**config.mk**
```make
export PLATFORM = sky130hd
export DESIGN_NAME = htb_ram
export DESIGN_NICKNAME = d
export VERILOG_FILES = /design/src/design/htb_ram.sv
export SDC_FILE = /design/constraint.sdc
export NUM_CORES = 2
export LEC_CHECK = 0
export BUFFER_PORTS_ARGS = -buffer_cell sky130_fd_sc_hd__buf_2
export CORE_ASPECT_RATIO = 1.5
export CORE_UTILIZATION = 56
export DETAILED_ROUTE_END_ITERATION = 10
export PLACE_DENSITY = 0.73
export SYNTH_ARGS = -nofsm -noshare
export SYNTH_HDL_FRONTEND = slang
export SYNTH_SLANG_ARGS = --single-unit
```
**constraint.sdc**
```tcl
create_clock -name clk -period 3.64 [get_ports clk]
set_input_delay 1.092 -clock clk [delete_from_list [all_inputs] [get_ports clk]]
set_output_delay 1.092 -clock clk [all_outputs]
set_load 0.05 [all_outputs]
```
**src/design/htb_ram.sv**
```systemverilog
// Generic single-port-write, single-read RAM with registered read data.
module htb_ram #(
	parameter int WIDTH = 8,
	parameter int DEPTH = 256
) (
	input  logic                     clk,
	input  logic                     we,
	input  logic [$clog2(DEPTH)-1:0] waddr,
	input  logic [WIDTH-1:0]         wdata,
	input  logic [$clog2(DEPTH)-1:0] raddr,
	output logic [WIDTH-1:0]         rdata
);

	logic [WIDTH-1:0] mem [DEPTH];

	always_ff @(posedge clk) begin
		if (we)
			mem[waddr] <= wdata;
		rdata <= mem[raddr];
	end

endmodule

```
==> flow_metrics.py <==
metrics = {
    "finish": {
        "fin_util_pct": 64.9,
        "filler_cell_count": 9062,
        "drive_gt1_share_pct": 30.1,
        "layout.nets": 4301,
        "final_cell_mix": "edfxtp_1 (2,048), buf_4 (505), mux4_2 (454)",
        "final_common_cell": "edfxtp_1",
        "syn2layout_area_growth_pct": 15.2,
    },
    "logic_synthesis": {
        "postSynthCellCount": 3733,
        "ys_seq_elements": 2056,
        "synth_edf_count": 2048,
        "ys.flop_type": "edfxtp_1",
        "yosysWarnings": 0,
        "synthArstFlopShare_pct": 0,
        "netlist_area_um2": 79600,
        "seq_area_frac_synth_pct": 77.5,
        "synth.distinct_cells": 55,
        "synthesis.nets": 3759,
        "avgSynthCellArea_um2": 21.3,
    },
    "routing": {
        "wl_mm": 197,
        "vias": 40700,
        "drc": 0,
        "dr.pass1.iters": 5,
        "ant_nets": 0,
        "vias_per_cell": 6.45,
        "drt_iter0_markers": 4584,
        "wl_per_cell_um": 31.1,
    },
    "sta": {
        "relSlewSlack_pct": 26.5,
        "max_freq_mhz": 299,
        "hold_viol": 0,
        "drv_slew": 0,
        "tns_ns": 0,
        "skew_ns": 0.0261,
        "min_period_ns": 3.34,
        "rsz0062_at_grt": "false",
        "period_share_pct": 91.7,
        "setup_viol": 0,
        "tightest_slew_ns": 1.10,
    },
    "setup_path": {
        "cp_max_fo": 15,
        "cp_cell_sequence": "buf_8 -> buf_12 -> buf_12 -> mux4_2 -> mux4_2 -> nor2b_1 -> nor4_1 -> buf_4 -> nor4_1",
        "reg2reg_depth": 6,
        "critical-path-max-stage-delay_ns": 0.84,
        "endpoint_kind": "flip-flop",
        "cp.arrival_ns": 4.04,
        "cp.required_ns": 4.34,
        "crit_buf_inv": 4,
        "crit_family": "simple AND/OR/NAND/NOR gates",
        "path_depth": 9,
        "start_kind": "primary input",
        "worstSetupPathType": "in -> reg",
        "crit_slowest_cell": "nor4_1",
    },
    "clock_tree": {
        "h-tree-depth": 4,
        "postCtsSetupRepairBufs": 0,
        "clk_latency_ns": 0.82,
        "cts_tree": "built",
        "path_clk_slew_ns": 0.07,
        "cts_resized": 0,
        "cts_buffers": 170,
        "ctsRootBufferMaster": "clkbuf_16",
        "clock_path_buffers": 3,
        "cts_hold_buf": 0,
        "clock-sinks": 2056,
    },
    "power_and_ir_drop": {
        "power_density_nw_per_um2": 521,
        "comb_power_share_pct": 5.6,
        "ir_worst_vdd_mv": 0.472,
        "power_frac_seq_pct": 54.7,
        "internal_power_mw": 37.8,
        "p_leak_nw": 29.4,
        "power.switching_mw": 9.95,
        "clockPowerShare_pct": 39.8,
        "netSwitchingFraction_pct": 20.8,
    },
    "placed_design": {
        "gp_congestion": 0.924,
        "post-dp-hpwl_mm": 127,
        "numPortBuffers": 33,
    },
    "worst_hold_path": {
        "hold_depth": 1,
        "hold_class": "in -> reg",
    },
    "floorplanning": {
        "die_h_um": 464,
        "ios": 34,
        "fp-row-count": 169,
        "initial_core_util_pct": 56.3,
        "dieArea_um2": 144000,
        "core_area_um2": 141000,
        "die_width_um": 310,
    },
    "grt": {
        "grt_usage_pct": 27.9,
        "grt.overflow.total": 0,
        "antenna_found_initial": 17,
        "grt_pass1_vias": 41400,
        "grt_max_degree": 110,
        "grt_pass1_wl_mm": 284,
    },
    "status": {
        "status": "completed",
    },
    "run": {
        "cap_viol_max_count": 0,
    },
}
[worst paths after layout]
| check | start | to | slack, ns |
|---|---|---|---|
| worst max-delay path | raddr[0] | rdata[1]$_DFF_P_ | 0.30 |
| worst min-delay path | wdata[7] | mem[35][7]$_DFFE_PP_ | 0.80 |
| worst max register to register | mem[87][1]$_DFFE_PP_ | rdata[1]$_DFF_P_ | 0.86 |
| worst min register to register | mem[190][0]$_DFFE_PP_ | rdata[0]$_DFF_P_ | 1.11 |
[through the flow]
step | worst slack (ns) | instances | hold slack, ns | cell area (µm²) | power (mW)
after floorplan | 0.610 | 3733 | 0.770 | 79600 | 27.9
final | 0.301 | 6310 | 0.801 | 91700 | 47.8
after global placement | -0.562 | 5984 | 1.09 | 85900 | 29.2
after detailed placement | -0.467 | 5984 | 1.09 | 85900 | 29.3
after CTS | 0.380 | 6302 | 0.778 | 91700 | 47.9
after global routing | 0.252 | 6304 | 0.802 | 91700 | 48.8
[power by group through the flow]
stage / Sequential (mW) / Clock [mW] / Combinational [mW]
2_1_floorplan: 26.7 / 0 / 1.27
3_3_place_gp: 26.6 / 0 / 2.60
3_5_place_dp: 26.6 / 0 / 2.65
4_1_cts: 26.1 / 19.1 / 2.66
5_1_grt: 26.1 / 19.9 / 2.77
6_report: 26.1 / 19.0 / 2.66
[layout make-up]
type                            count  area [µm²]  share of cell area [%]
Inverter                            2        7.51                 0.00819
Tap cell                         1881        2350                    2.57
Clock inverter                    107        1160                    1.26
Antenna cell                        8        20.0                  0.0218
Multi-Input combinational cell   1442       16500                    18.0
Timing Repair Buffer              603        5360                    5.85
Sequential cell                  2056       61700                    67.2
Clock buffer                      211        4640                    5.06
[per-layer routing]
layer	GRT usage, %	vias to the layer above	wire [µm]	part of all wire, %
met5	0	-	115	0.059
met4	14.0	16	10800	5.5
met2	47.2	2224	102000	52
met1	34.6	21200	67700	34
met3	4.97	492	16200	8.2
li1	-	16800	-	-
[cell usage after synthesis (24+ instances only)]
library cell,number,area share (%)
a22oi_1,133,1.3
nand2_1,33,0.16
mux4_2,454,13
nor2_1,282,1.3
buf_4,27,0.25
buf_2,31,0.20
mux2i_1,134,1.7
clkbuf_1,111,0.52
a21oi_1,96,0.60
o22ai_1,28,0.22
edfxtp_1,2048,77
o221ai_1,46,0.51
nor2b_1,31,0.24
nand3_1,34,0.21
nor4_1,24,0.19
[state kept, by name, summed over array words and instances, names as in the netlist]
register and cells:
mem 2048, rdata 8
[cells by family (layout without fill, tap and decap cells)]
logic type	Yosys count	count (layout)	share of synthesized area [%]
AO/OA/AOI/OAI	385	385	3.42
buffers and inverters	235	923	1.83
flip-flops	2056	2056	77.5
multiplexers	591	591	14.6
other	0	8	0
AND/OR/NAND/NOR	466	466	2.63
Note: power is estimated with default switching activity, not from simulation.
